File: src/hw/rtl/tds_pkg.sv
// ----------------------------------------------------------------------------
// tds_pkg
// Types, constants and fixed-point helpers shared by the tridiagonal solver.
// ----------------------------------------------------------------------------
package tds_pkg;

	localparam int MaxRows   = 64;
	localparam int DataWidth = 32;
	localparam int FracBits  = 16;
	localparam int IdxWidth  = $clog2(MaxRows);
	localparam int CntWidth  = $clog2(MaxRows + 1);
	localparam int QueueDepth = 2;

	typedef logic signed [DataWidth-1:0] data_t;

	typedef struct packed {
		data_t sub_diag;
		data_t main_diag;
		data_t super_diag;
		data_t rhs_value;
		logic  last_row;
	} in_item_t;

	typedef struct packed {
		data_t               solution;
		logic [IdxWidth-1:0] row_index;
		logic                final_result;
		logic                pivot_error;
	} out_item_t;

	// Front-end classified row, handed to the back end through the queue.
	typedef struct packed {
		data_t               sub_diag;
		data_t               main_diag;
		data_t               super_diag;
		data_t               rhs_value;
		logic [IdxWidth-1:0] idx;
		logic                first;
		logic                last;
	} row_cmd_t;

	localparam logic signed [DataWidth-1:0] VMax = {1'b0, {(DataWidth-1){1'b1}}};
	localparam logic signed [DataWidth-1:0] VMin = {1'b1, {(DataWidth-1){1'b0}}};

	function automatic data_t sat_wide(input logic signed [2*DataWidth+1:0] v);
		if (v > $signed({{(DataWidth+2){1'b0}}, VMax}))
			sat_wide = VMax;
		else if (v < $signed({{(DataWidth+2){1'b1}}, VMin}))
			sat_wide = VMin;
		else
			sat_wide = v[DataWidth-1:0];
	endfunction

	// Floor shift of an exact product, then saturate.
	function automatic data_t fx_scale(input logic signed [2*DataWidth-1:0] p);
		logic signed [2*DataWidth+1:0] e;
		e = {{2{p[2*DataWidth-1]}}, p};
		fx_scale = sat_wide(e >>> FracBits);
	endfunction

	function automatic data_t sub_sat(input data_t x, input data_t y);
		logic signed [DataWidth:0] s;
		logic signed [2*DataWidth+1:0] e;
		s = {x[DataWidth-1], x} - {y[DataWidth-1], y};
		e = {{(DataWidth+1){s[DataWidth]}}, s};
		sub_sat = sat_wide(e);
	endfunction

endpackage

File: src/hw/rtl/tds_queue.sv
// ----------------------------------------------------------------------------
// tds_queue
// Two-entry queue between front end and back end.
// ----------------------------------------------------------------------------
module tds_queue import tds_pkg::*; (
	input  logic     clk,
	input  logic     arst_n,
	input  logic     wr_valid,
	output logic     wr_ready,
	input  row_cmd_t wr_data,
	output logic     rd_valid,
	input  logic     rd_ready,
	output row_cmd_t rd_data
);

	row_cmd_t mem_q [QueueDepth];
	logic     wp_q, rp_q;
	logic [1:0] cnt_q;
	logic     wr, rd;

	assign wr_ready = (cnt_q != 2'(QueueDepth));
	assign rd_valid = (cnt_q != '0);
	assign wr = wr_valid && wr_ready;
	assign rd = rd_valid && rd_ready;
	assign rd_data = mem_q[rp_q];

	always_ff @(posedge clk or negedge arst_n) begin
		if (!arst_n) begin
			wp_q  <= 1'b0;
			rp_q  <= 1'b0;
			cnt_q <= '0;
		end else begin
			if (wr) wp_q <= ~wp_q;
			if (rd) rp_q <= ~rp_q;
			cnt_q <= cnt_q + 2'(wr) - 2'(rd);
		end
	end

	always_ff @(posedge clk) begin
		if (wr) mem_q[wp_q] <= wr_data;
	end

endmodule

File: config.mk
export PLATFORM = sky130hd
export DESIGN_NAME = tds_queue
export DESIGN_NICKNAME = d
export VERILOG_FILES = /design/src/hw/rtl/tds_pkg.sv /design/src/hw/rtl/tds_queue.sv
export SDC_FILE = /design/constraint.sdc
export NUM_CORES = 1
export LEC_CHECK = 0
export BUFFER_PORTS_ARGS = -buffer_cell sky130_fd_sc_hd__buf_4
export CAP_MARGIN = 15
export CORE_ASPECT_RATIO = 1.2
export CORE_MARGIN = 1.5
export CORE_UTILIZATION = 56
export CTS_CLUSTER_DIAMETER = 30
export DETAILED_ROUTE_END_ITERATION = 12
export PLACE_DENSITY = 0.85
export SKIP_CTS_REPAIR_TIMING = 1
export SYNTH_ARGS = -nofsm -noshare
export SYNTH_HDL_FRONTEND = slang
export SYNTH_SLANG_ARGS = --single-unit
File: constraint.sdc
create_clock -name clk -period 11.3 [get_ports clk]
set_input_delay 1.695 -clock clk [delete_from_list [all_inputs] [get_ports clk]]
set_output_delay 1.695 -clock clk [all_outputs]
set_load 0.02 [all_outputs]
# == Word level (Yosys, flattened, before mapping) ==
# Memory sizes are Yosys's and may differ from the RTL's.
# Index checks and enable logic that the tools add are counted.
# word_totals
elab_cells,14
rom_bits,0
mem_bits_rw,272
latchBits,0
n_memories,1
regBits,4
# mem_list
memory,words,width,rd,rd_ports_with_merged_regs,write_ports,line,text
mem_q,2,136,1,0,1,tds_queue.sv:16,row_cmd_t mem_q [QueueDepth];
# op_classes
n_mul,0
shifts,0
mux,2
reduce_logical,3
n_lt_le_gt_ge,0
bitwise_logic,2
div_mod_pow,0
n_addsub,2
eq_ne,1
# ops
operator,n
$add 2x1->2,1
$logic_and 1x1->1,2
$mux 1,2
$ne 2x2->1 const B,1
$not 1->1,2
$reduce_bool 2->1,1
$sub 2x1->2,1

# == Depth between registers and ports, before layout ==
# depth
ltp_word,4
depth_mapped,7
depth_no_buf,7

# == Worst setup path after synthesis ==
# OpenSTA, ideal clock, no wires.
# synth_timing
path_type,input -> register
start,input port wr_valid
end,memory mem_q[0][0] (netlist name) (enable)
required_ns,10.667
arrival_ns,7.444
n_path_buf,0
setup_slack_ns,3.222
stages,2
cell_sequence,nand2_1 -> nor2_1
# synth_via
elab_chain_len,3
# synth_rtl
item,line,text
"start, declared",tds_queue.sv:8,"input logic wr_valid,"
$logic_and 1x1->1,tds_queue.sv:23,assign wr = wr_valid && wr_ready;
$mux 1,tds_queue.sv:40,if (wr) mem_q[wp_q] <= wr_data;
$mux 1 (implied by the code),tds_queue.sv:40,
"end, declared",tds_queue.sv:16,
# Every way passes these cells.

==> results by stage <==
Floorplanning:
- The floorplan core area is 0.01757 sq mm.
- The count of pins on the block boundary is 278.
- The effective utilization at floorplan is 57.42%.
- In this run the vertical extent of the chip is 150.0 um.
- In this run the core area contains 53 standard-cell rows.
- The die is 125.5 um wide.
- The die outline area is 0.01884 sq mm.

STA:
- Dividing the final minimum period by the clock period gives 41.98%.
- The number of slew-limit violations in the final report was 0.
- Hold timing on the final database bottoms out at a slack of 0.5318 ns.
- For the final routed database, the setup TNS stands at 0 ns.
- The post-layout minimum cycle time is 4.744 ns.
- The worst clock skew on the final layout is 0.02158 ns.
- Setup repair after global routing left no endpoint under its margin.
- The peak clock frequency supported by timing is 210.8 MHz.
- For the pin with the worst max-slew slack, the measured transition is 1.007 ns.
- The number of hold-slack violations in the final timing report is 0.
- The setup-violating endpoint count in the final report is 0.
- The worst relative slew slack is 32.90%.

Critical path:
- The endpoint class of the critical path is an output pin.
- The largest incremental delay on the critical path is 0.96 ns.
- The critical path goes through buf_4 > mux2_2 > buf_4.
- The maximum fanout count along the critical path is 76.
- The slowest stage of the critical path belongs to the cell sky130_fd_sc_hd__dfrtp_4.
- In this design, the critical path's most frequently occurring cell is sky130_fd_sc_hd__buf_4.
- The category of the most critical setup path is flip-flop to output pin.
- The sort of element at the start of the critical path is a flip-flop.
- The arrival time at the worst endpoint is 3.05 ns.
- The required time reported for the critical path endpoint is 9.61 ns.

Route:
- The number of vias after detailed routing is 5284.
- The remaining number of nets flagged by the antenna check after routing is 0.
- The DRC marker count from the first detailed-route iteration is 340.
- After detailed routing, the average wire length per cell comes to 20.35 um.
- After detailed routing, the number of vias per cell comes to 5.273.
- The total routed wirelength is 20390 um.
- The total iterations of the first detailed-routing run is 4.
- For this run, design rule violations remaining after detail routing come to 0.

Pwr:
- The standby leakage power is 5.183 nW.
- In this run the power density over the cells is 290.1 mW/mm^2.
- The worst IR drop on VDD is 0.2427 mV.

GRT:
- The met2 demand-to-capacity share in global routing is 39.08%.
- The number of global-route vias before repair came to 5672.
- For this run, global-route usage on met3 was measured as 5.577%.
- The busiest layer in global routing is met2.
- The first global-routing pass estimated 29770 um of wire.
- Entering global routing, the biggest net connects 77 pins.
- The aggregate global routing overflow is 0.
- For met1 alone, demand over resource in global routing was 21.27%.
- The initial antenna violation count is 0.
- Across every metal layer, demand over resource in global routing totals 20.80%.

Placed design:
- The final weighted congestion in routability-driven placement is 0.7561.
- After legalization and detailed placement, the total HPWL measured 13180 um.
- The count of input and output buffers is 277.

Cells and area:
- In the final layout, flip-flops and latches occupy 0.008272 sq mm.
- The area used by multi-input combinational logic is 0.001637 sq mm.
- The number of filler cells placed in the layout is 905.
- The number of diodes added for antenna fixing is 0.
- From synthesis to final layout, the design area changed by 35.94%.
- In the final layout, the share of cells above drive strength 1 is 62.28%.
- In the final design database the tool counted 891 nets.

Synth:
- The post-synthesis net count is 582.
- The Yosys step of the flow raised 0 warnings.
- In this run, synthesis produced a sequential element count of 276.
- The cell area after synthesis is 0.01009 sq mm.
- Counting every instance in the synthesized netlist gives 440.
- The sequential-to-total area share from yosys stat is 81.94%.
- The count of unique library cells instantiated by Yosys is 15.
- The mean instance size in the synthesized netlist is 22.93 sq um.

Clocking:
- The clock-pin transition on the worst setup and hold timing paths is 0.05 ns.
- The clock latency on the worst-skew pair is 0.52 ns.
- The number of levels in the clock H-tree is 2.
- TritonCTS created 41 clock buffers.
- TritonCTS built the clock tree.
- The cell sitting at the root of the clock tree is a sky130_fd_sc_hd__clkbuf_16.
- The clock passes through at most 3 buffers.
- The number of sinks on the clock net is 276.

Worst hold path:
- The path class of the tightest hold or removal check is flip-flop to flip-flop.

Run:
- The number of maximum-capacitance constraint violations is 0.

Outcome:
- The flow ran to the end, and the final reports show no timing, DRC or antenna violations.
==> sequential cells by signal, summed over array words and instances (netlist names) <==
register / count
mem_q: 272
cnt_q: 2
rp_q: 1
wp_q: 1
==> placed cells by master, fill, tap and decap left out, types with 2 or more instances in the layout <==
master and instances:
sky130_fd_sc_hd__bufinv_16 6, sky130_fd_sc_hd__clkinv_2 7, sky130_fd_sc_hd__xnor2_1 3, sky130_fd_sc_hd__clkbuf_1 3, sky130_fd_sc_hd__dfrtp_1 3, sky130_fd_sc_hd__clkinv_1 6, sky130_fd_sc_hd__edfxtp_1 272, sky130_fd_sc_hd__clkinv_4 2
sky130_fd_sc_hd__clkbuf_16 43, sky130_fd_sc_hd__ha_1 2, sky130_fd_sc_hd__buf_4 281, sky130_fd_sc_hd__inv_6 2, sky130_fd_sc_hd__mux2_2 136, sky130_fd_sc_hd__clkinvlp_4 6
==> critical path: cells and delay by family (launching register included) <==
kind | cells | cell delay, ns
buf+inv | 2 | 1.01
flops | 1 | 0.96
mux | 1 | 0.43
==> power breakdown <==
| group | leakage [nW] | switching (mW) | internal (mW) |
|---|---|---|---|
| clock | 0.680 | 0.427 | 0.837 |
| combinational | 1.93 | 0.663 | 0.548 |
| sequential | 2.57 | 0.0973 | 1.41 |
| total | 5.18 | 1.19 | 2.79 |
==> path summary, 6_finish.rpt <==
check / from / endpoint / slack [ns] / depth (start not counted)
min reg2reg: cnt_q[0] / cnt_q[0] / 0.53 / 1
max: rp_q / rd_data[43] / 6.56 / 3
max in group asynchronous: arst_n / rp_q / 10.20 / 1
min in group asynchronous: arst_n / wp_q / 0.98 / 1
min: cnt_q[0] / cnt_q[0] / 0.53 / 1
max reg2reg: cnt_q[1] / mem_q[1][84] / 8.57 / 3
==> stage by stage <==
stage	cells	instance area [sq um]	setup WS, ns	power, mW	util [%]
floorplan	440	10090	3.222	2.316	-
global placement	926	12300	7.130	2.700	69.98
detailed placement	926	12300	7.088	2.737	69.98
CTS	1002	13720	6.536	4.016	78.05
global route	1002	13720	6.416	4.125	78.05
finish	1002	13720	6.556	3.978	78.05
==> layout make-up <==
type / count / area share [%]
clock buffers: 47 / 8.028
clock inverters: 29 / 2.317
inverters: 1 / 0.02737
multi-input cells: 148 / 11.93
flip-flops and latches: 276 / 60.31
well taps: 220 / 2.007
repair buffers: 281 / 15.38
==> routing by layer <==
| metal | up-vias | wire, um |
|---|---|---|
| li1 | 2392 | - |
| met3 | 47 | 1427 |
| met1 | 2624 | 6768 |
| met5 | - | 0 |
| met4 | 0 | 668 |
| met2 | 221 | 11530 |
==> Yosys cell counts, drive strengths merged <==
master	number	area (sq um)
nor2	1	3.750
edfxtp	272	8168
mux2	136	1531
and2	1	6.260
xor2	1	8.760
clkbuf	10	137.6
nand2	1	3.750
buf	5	56.30
inv	1	3.750
or2	1	6.260
nand2b	1	6.260
ha	2	25.02
dfrtp	4	100.1
xnor2	3	26.28
and3	1	6.260
==> cell families after synthesis <==
group | count (synthesis) | share of synthesized area (%)
XOR/XNOR | 4 | 0.3473
adder cells (fa/ha/maj) | 2 | 0.2480
buffers and inverters | 16 | 1.959
flip-flops | 276 | 81.94
multiplexers | 136 | 15.18
AND/OR/NAND/NOR | 6 | 0.3225
(Power assumes the default switching activity.)
