[src/hw/rtl/tds_pkg.sv]
// ----------------------------------------------------------------------------
// tds_pkg
// Types, constants and fixed-point helpers shared by the tridiagonal solver.
// ----------------------------------------------------------------------------
package tds_pkg;

	localparam int MaxRows   = 64;
	localparam int DataWidth = 32;
	localparam int FracBits  = 16;
	localparam int IdxWidth  = $clog2(MaxRows);
	localparam int CntWidth  = $clog2(MaxRows + 1);
	localparam int QueueDepth = 2;

	typedef logic signed [DataWidth-1:0] data_t;

	typedef struct packed {
		data_t sub_diag;
		data_t main_diag;
		data_t super_diag;
		data_t rhs_value;
		logic  last_row;
	} in_item_t;

	typedef struct packed {
		data_t               solution;
		logic [IdxWidth-1:0] row_index;
		logic                final_result;
		logic                pivot_error;
	} out_item_t;

	// Front-end classified row, handed to the back end through the queue.
	typedef struct packed {
		data_t               sub_diag;
		data_t               main_diag;
		data_t               super_diag;
		data_t               rhs_value;
		logic [IdxWidth-1:0] idx;
		logic                first;
		logic                last;
	} row_cmd_t;

	localparam logic signed [DataWidth-1:0] VMax = {1'b0, {(DataWidth-1){1'b1}}};
	localparam logic signed [DataWidth-1:0] VMin = {1'b1, {(DataWidth-1){1'b0}}};

	function automatic data_t sat_wide(input logic signed [2*DataWidth+1:0] v);
		if (v > $signed({{(DataWidth+2){1'b0}}, VMax}))
			sat_wide = VMax;
		else if (v < $signed({{(DataWidth+2){1'b1}}, VMin}))
			sat_wide = VMin;
		else
			sat_wide = v[DataWidth-1:0];
	endfunction

	// Floor shift of an exact product, then saturate.
	function automatic data_t fx_scale(input logic signed [2*DataWidth-1:0] p);
		logic signed [2*DataWidth+1:0] e;
		e = {{2{p[2*DataWidth-1]}}, p};
		fx_scale = sat_wide(e >>> FracBits);
	endfunction

	function automatic data_t sub_sat(input data_t x, input data_t y);
		logic signed [DataWidth:0] s;
		logic signed [2*DataWidth+1:0] e;
		s = {x[DataWidth-1], x} - {y[DataWidth-1], y};
		e = {{(DataWidth+1){s[DataWidth]}}, s};
		sub_sat = sat_wide(e);
	endfunction

endpackage

[src/hw/rtl/tds_front.sv]
// ----------------------------------------------------------------------------
// tds_front
// Accepts rows, numbers them within the system and forces the last row.
// ----------------------------------------------------------------------------
module tds_front import tds_pkg::*; (
	input  logic     clk,
	input  logic     arst_n,
	input  logic     in_valid,
	output logic     in_ready,
	input  in_item_t in_data,
	output logic     cmd_valid,
	input  logic     cmd_ready,
	output row_cmd_t cmd
);

	logic [IdxWidth-1:0] cnt_q;
	logic                full_last;

	assign full_last = (cnt_q == IdxWidth'(MaxRows - 1));
	assign in_ready  = cmd_ready;
	assign cmd_valid = in_valid;

	always_comb begin
		cmd.sub_diag   = in_data.sub_diag;
		cmd.main_diag  = in_data.main_diag;
		cmd.super_diag = in_data.super_diag;
		cmd.rhs_value  = in_data.rhs_value;
		cmd.idx        = cnt_q;
		cmd.first      = (cnt_q == '0);
		cmd.last       = in_data.last_row | full_last;
	end

	always_ff @(posedge clk or negedge arst_n) begin
		if (!arst_n) begin
			cnt_q <= '0;
		end else if (in_valid && cmd_ready) begin
			cnt_q <= cmd.last ? '0 : cnt_q + 1'b1;
		end
	end

endmodule

[config.mk]
export PLATFORM = sky130hd
export DESIGN_NAME = tds_front
export DESIGN_NICKNAME = d
export VERILOG_FILES = /design/src/hw/rtl/tds_pkg.sv /design/src/hw/rtl/tds_front.sv
export SDC_FILE = /design/constraint.sdc
export NUM_CORES = 1
export LEC_CHECK = 0
export BUFFER_PORTS_ARGS = -buffer_cell sky130_fd_sc_hd__buf_2
export CORE_AREA = 2 2 106 108
export DETAILED_ROUTE_END_ITERATION = 16
export DIE_AREA = 0 0 108 110
export HOLD_SLACK_MARGIN = 0.12
export RECOVER_POWER = 100
export SLEW_MARGIN = 10
export SYNTH_ARGS = -nofsm -noshare
export SYNTH_HDL_FRONTEND = slang
export SYNTH_SLANG_ARGS = --single-unit
[constraint.sdc]
create_clock -name clk -period 1.3 [get_ports clk]
set_input_delay 0.195 -clock clk [delete_from_list [all_inputs] [get_ports clk]]
set_output_delay 0.195 -clock clk [all_outputs]
set_load 0.02 [all_outputs]
### After elaboration in Yosys (flattened, before gate mapping)

Cells that the tools add are included.
Widths: inputs -> output; s select.

* add/subtract/negate cells: 1
* eq/ne operators: 1
* multiplexer cells: 1
* bitwise gates (word level): 1
* reduce and logical (&&, ||, !) cells: 2

Operators with widths (count)
* $add 6x1->6 const B: 1
* $eq 6x6->1 const B: 1
* $logic_not 6->1: 1
* $mux 6: 1
* $logic_and 1x1->1: 1
* $or 1x1->1: 1

* flip-flop bits (word level): 6
* input port bits: 133
* output and inout port bits: 138

### Longest topological paths before layout

Gate-level depths: netlist of the first run.

* depth in word-level cells: 3
* gate-level depth with buffers: 4
* depth with buffers taken out: 4

### Worst setup path before layout of the first run

OpenSTA, ideal clock, no wires.

* kind: reg2reg
* start point: register cnt_q[1]
* end point: register cnt_q[0]
* library setup time: 0.148 ns
* data arrival time: 1.401 ns
* required time: 1.152 ns
* path slack: -0.249 ns
* cell stages (with the launch flop): 5
* buffers on the path: 0
* clock period less this slack: 1.549 ns
* cell sequence: dfrtp_1 ha_1 nand2_1 o21bai_1 o21ai_0

RTL lines
* start: declaration: line tds_front.sv:16 `logic [IdxWidth-1:0] cnt_q;`
* start signal: assignment: line tds_front.sv:37 `cnt_q <= cmd.last ? '0 : cnt_q + 1'b1;`

==> results of run 1 <==
[what timing repair did]
item                       4_1_cts  5_1_grt
setup endpoints to repair        2        4
hold buffers                     1        0
hold endpoints to repair         6        0
gates cloned                     0        0
gates resized for setup         10        2
pin swaps                        1        2
buffers inserted                 5        2
[final cells by class]
cell class / instances / area [um2] / share of cell area, %
Multi-Input combinational cell: 34 / 250.2 / 31.70
Timing Repair Buffer: 23 / 152.6 / 19.33
Sequential cell: 6 / 155.1 / 19.65
Clock buffer: 4 / 45.04 / 5.705
Tap cell: 140 / 175.2 / 22.19
Inverter: 3 / 11.26 / 1.426
[how the worst min path moves through the flow]
stage | slack [ps] | end | cells after the start
2_1_floorplan | -100 | cnt_q[0]$_DFFE_PN0P_ | 0
5_1_grt | 270 | cnt_q[2]$_DFFE_PN0P_ | 2
3_3_place_gp | 30 | cnt_q[3]$_DFFE_PN0P_ | 1
3_5_place_dp | 30 | cnt_q[4]$_DFFE_PN0P_ | 1
4_1_cts | 230 | cnt_q[2]$_DFFE_PN0P_ | 2
6_report | 230 | cnt_q[2]$_DFFE_PN0P_ | 2
[report_power, final]
group | switching, mW | leakage (nW) | internal (mW)
combinational | 0.162 | 0.192 | 0.137
clock | 0.0898 | 0.0228 | 0.212
sequential | 0.0535 | 0.0682 | 0.226
total | 0.306 | 0.283 | 0.575
[kinds of logic (layout without fill, tap and decap cells)]
| group | count (synthesis) | count (layout) |
|---|---|---|
| flip-flops | 6 | 6 |
| AND/OR/NAND/NOR | 18 | 18 |
| buffers and inverters | 134 | 30 |
| AO/OA/AOI/OAI | 13 | 13 |
| adder cells (fa/ha/maj) | 2 | 2 |
| multiplexers | 1 | 1 |
[through the flow]
| step | std cells | total power [mW] | TNS [ps] |
|---|---|---|---|
| final | 210 | 0.8807 | -110.8 |
| after global routing | 210 | 0.9353 | -202.2 |
| after CTS | 208 | 0.8699 | -115.9 |
| after detailed placement | 198 | 0.5014 | 0 |
| after global placement | 198 | 0.4985 | 0 |
| after floorplan | 174 | 0.9906 | 0 |
[synth_stat cells, drive strengths merged]
master,number
buf,130
nand2,7
dfrtp,6
o21ai,6
nand3,5
inv,3
a21oi,2
ha,2
a21bo,1
a31oi,1
and2,1
and3b,1
and4b,1
clkbuf,1
mux2i,1
nand2b,1
nand3b,1
nor4,1
o21bai,1
o31ai,1
o41a,1
[metal layers]
metal,routed length [um],vias to the layer above
li1,-,211
met1,654,263
met2,1273,79
met3,471,56
met4,368,0
met5,0,-
==> reports/results.ini, run 1 <==
[outcome]
outcome = finished with violations
violations = negative setup slack

[worst_hold_path]
min-delay-path-class = input port to flop
hp-start = in_data[0]

[cells_and_area]
final_cell_mix = 9 x buf_2, 7 x buf_4, 6 x nand2_1, 6 x o21ai_0
nNetsFinal = 206
final_common_cell = buf_2
fin_area_um2 = 789.5
largest_register_ffs = 6
nFillCells = 1250
top_regs = cnt_q x6
final_core_util_pct = 7.380
regMostFlops = cnt_q
antenna_cells = 0
area_growth_pct = -41.84
drive_above_1_share_pct = 47.14

[route]
vias_per_cell = 2.900
wirelength_mm = 2.767
ant_nets = 0
drt-initial-drc-count = 40
post_drt_wl_per_cell_um = 13.18
vias = 609
drc = 0
firstDrtPassIters = 4

[power_and_ir_drop]
leakage_nw = 0.2831
vdd_ir_drop_max_mv = 0.3770
powerDensity_nw_per_um2 = 1116

[die]
rows = 38
core-area_um2 = 10700
pin_count = 271
die-area_um2 = 11880
die_w_um = 108
initial_core_util_pct = 12.69
die_y_um = 110

[placed_design]
pre_cts_ws_ps = 13.91
routabilityCongestion = 0.7294
hpwlAfterDp_mm = 2.070
port_buffers = 14
placed_area_um2 = 643.1

[clock_tree]
clkSinkCount = 6
htreeDepth = 1
cts_buffer_depth = 2
root_buffer = clkbuf_8
clock_latency_ps = 230
cts_tree = yes
cts-buffers-inserted = 3
path_clk_slew_ps = 40

[grt]
grt_usage_pct = 4.299
top_usage_layer = met2
grtUsageMet2_pct = 6.739
grtUsageMet3_pct = 2.881
grt_pass1_wl_mm = 3.774
met1_usage_pct = 2.686
first_global_vias = 638
overflow = 0
antenna_found_initial = 0
grt_max_degree = 10

[setup_path]
required_ps = 1110
ff2ff_path_depth = 5
crit_cells = 5
crit_start = cnt_q[1]$_DFFE_PN0P_
critPathTopFamily = flip-flops
cp.arrival_ps = 1190
crit_slowest_cell = dfrtp_2
cp_num_buf_inv = 3
crit_path_cell_trace = buf_6, inv_1, ha_1, and2_1, buf_6
regToRegStartpoint = cnt_q[0]$_DFFE_PN0P_
slowest_delay_ps = 420
crit_fanout = 2
crit_top_cell = buf_6
critPathCaptureType = output pin
cp-endpoint = cmd[1]
worstSetupPathType = flop to output pin
worst_setup_path_start_kind = flop
r2r_setup_slack_ps = 80
r2r_end = cnt_q[2]$_DFFE_PN0P_

[timing]
drv_slew = 0
fin_crit_sh_pct = 106.6
finClkSkew_ps = 0.6841
layout_setup_ws_ps = -85.86
whs_ps = 232.1
period_needed_ps = 1386
hold_violations = 0
setup_viol = 2
relSlewSlack_pct = 75.78
fmax_mhz = 721.6
rsz0062_at_grt = yes
worst_pin_slew_ps = 363.3

[yosys]
yosys.area.top_type = buf_4
netlist_area_um2 = 1358
ys_ff_latch = 6
syn_avg_cell_area_um2 = 7.802
ys_seq_area_share_pct = 11.06
yosys-mux-area-fraction_pct = 0.7373
synthSimpleGateAreaFrac_pct = 7.189
synth_adder_area_share_pct = 1.843
synth_top_family_by_area = buffers and inverters
yosys.area.top_type_share_pct = 71.89
ys_types = 21
synthXorXnorAreaFrac_pct = 0
yosys_warnings = 0
synth_area_leaders = buf_4 72%, dfrtp_1 11%, o21ai_0 2.2%
synth_nets = 309
synth_compound_area_share_pct = 6.083
synth_cells = 174

[flow_run]
maxCapViolations = 0

Power figures use the tool's default switching activity.
==> run 2, diff against run 1 <==
--- a/config.mk
+++ b/config.mk
@@ -5,10 +5,10 @@
 export SDC_FILE = /design/constraint.sdc
 export NUM_CORES = 1
 export LEC_CHECK = 0
-export BUFFER_PORTS_ARGS = -buffer_cell sky130_fd_sc_hd__buf_2
-export CORE_AREA = 2 2 106 108
+export CORE_AREA = 2 2 105 107
 export DETAILED_ROUTE_END_ITERATION = 16
-export DIE_AREA = 0 0 108 110
+export DIE_AREA = 0 0 107 109
+export DONT_BUFFER_PORTS = 1
 export HOLD_SLACK_MARGIN = 0.12
 export RECOVER_POWER = 100
 export SLEW_MARGIN = 10
==> run 2 against run 1 <==
The flow still finishes with violations (negative setup slack). Via count decreased by 11%. Non-clock buffer count down 12. Critical endpoint unchanged. Critical path type unchanged. Worst setup slack better by 53 ps.
==> reports/results.ini, run 2 (same netlist as run 1, synthesis figures left out) <==
[outcome]
outcome = finished with violations
violations = negative setup slack

[setup_path]
critPathCaptureType = output pin
critPathTopFamily = flip-flops
cp.arrival_ps = 1140
crit_path_cell_trace = buf_6, inv_4, ha_4, and2_4
crit_slowest_cell = dfrtp_2
cp_num_buf_inv = 2
slowest_delay_ps = 420
worst_setup_path_start_kind = flop
crit_fanout = 4
worstSetupPathType = flop to output pin
required_ps = 1110

[die]
die-area_um2 = 11660
core-area_um2 = 10600
rows = 38
die_y_um = 109
pin_count = 271
die_w_um = 107
initial_core_util_pct = 12.80

[cells_and_area]
area_growth_pct = -45.07
final_cell_mix = 6 x nand2_1, 6 x o21ai_0, 6 x buf_4
top_regs = cnt_q x6
antenna_cells = 0
regMostFlops = cnt_q
nNetsFinal = 194
largest_register_ffs = 6
nFillCells = 1239
stdcell_count = 198
drive_above_1_share_pct = 43.10
final_core_util_pct = 7.033

[route]
vias = 544
drc = 0
vias_per_cell = 2.747
wl_met1_um = 486
post_drt_wl_per_cell_um = 16.49
routed-wl-met3_um = 762
met2WireLength_mm = 1.694
routed.top_layer = met4
wirelength_mm = 3.265
ant_nets = 0
drt-initial-drc-count = 81
firstDrtPassIters = 4

[placed_design]
port_buffers = 0
routabilityCongestion = 0.7103
hpwlAfterDp_mm = 2.791
placed_cells = 189

[power_and_ir_drop]
power.total_mw = 0.8471
internal_power_mw = 0.5633
powerDensity_nw_per_um2 = 1136
clock_power_share_pct = 35.0
leakage_nw = 0.2392
netSwitchingPower_mw = 0.2838
vdd_ir_drop_max_mv = 0.3037
swShare_pct = 33.51
p_seq_share_pct = 34.0
pwr-share-comb_pct = 31.0

[clock_tree]
cts_tree = yes
cts-buffers-inserted = 3
cts_buffer_depth = 2
path_clk_slew_ps = 40
clock_latency_ps = 230
clkSinkCount = 6
root_buffer = clkbuf_8
htreeDepth = 1

[timing]
fmax_mhz = 750.2
fin_crit_sh_pct = 102.5
drv_slew = 0
finClkSkew_ps = 5.320
layout_setup_ws_ps = -32.94
setup_viol = 2
setup_tns_ps = -38.90
hold_violations = 0
worst_pin_slew_ps = 287.1
period_needed_ps = 1333
relSlewSlack_pct = 80.80
rsz0062_at_grt = yes

[grt]
grt_usage_pct = 5.089
overflow = 0
grt_pass1_wl_mm = 4.071
antenna_found_initial = 0
grt_max_degree = 10
first_global_vias = 538

[worst_hold_path]
min-delay-path-class = input port to flop

[flow_run]
maxCapViolations = 0

-- run 2: worst reg2reg max path, cell delays in order, from the launching register on --
cell and delay (ps):
dfrtp_2 380, buf_6 150, nand3_1 160, o41a_1 340
o21ai_0 70
-- run 2: metrics by stage --
stage	cell area, um2	hold WS [ps]	worst slack, ps
floorplan	1371	-100.6	48.97
global placement	610.6	-100.4	97.63
detailed placement	610.6	-100.4	75.27
global route	745.7	140.8	-72.66
finish	745.7	130.9	-32.94
CTS	749.5	130.1	-29.29
-- run 2: power groups by stage --
stage          clock network [mW]  logic (mW)  registers (mW)
3_3_place_gp                    0       0.205           0.270
4_1_cts                     0.304       0.265           0.286
5_1_grt                     0.313       0.285           0.294
2_1_floorplan                   0       0.686           0.305
3_5_place_dp                    0       0.209           0.274
6_report                    0.296       0.263           0.288
-- run 2: final timing paths --
check	from	endpoint	slack, ps	cells after the start
max reg2reg	cnt_q[1]$_DFFE_PN0P_	cnt_q[5]$_DFFE_PN0P_	110	4
min	in_valid	cnt_q[1]$_DFFE_PN0P_	130	2
max in group asynchronous	arst_n	cnt_q[2]$_DFFE_PN0P_	770	1
min reg2reg	cnt_q[3]$_DFFE_PN0P_	cnt_q[3]$_DFFE_PN0P_	610	2
min in group asynchronous	arst_n	cnt_q[3]$_DFFE_PN0P_	280	1
max	cnt_q[1]$_DFFE_PN0P_	cmd[1]	-30	4
-- run 2: final cells by class --
cell class / count / area (um2) / area share [%]
clock buffers: 4 / 45.04 / 6.040
inverters: 3 / 16.27 / 2.181
multi-input cells: 34 / 262.8 / 35.23
flip-flops and latches: 6 / 155.1 / 20.81
well taps: 140 / 175.2 / 23.49
repair buffers: 11 / 91.34 / 12.25
-- run 2: repair_timing --
action / in CTS / in global routing
endpoints found under the hold margin: 7 / 0
pin swaps: 3 / 1
gates resized for setup: 16 / 0
setup buffers: 3 / 0
setup endpoints to repair: 2 / 2
hold buffers: 2 / 0
-- run 2: layer usage --
layer,global-route usage (%),up-vias
li1,-,188
met1,1.866,221
met2,8.963,100
met3,5.260,35
met4,6.308,0
met5,0,-
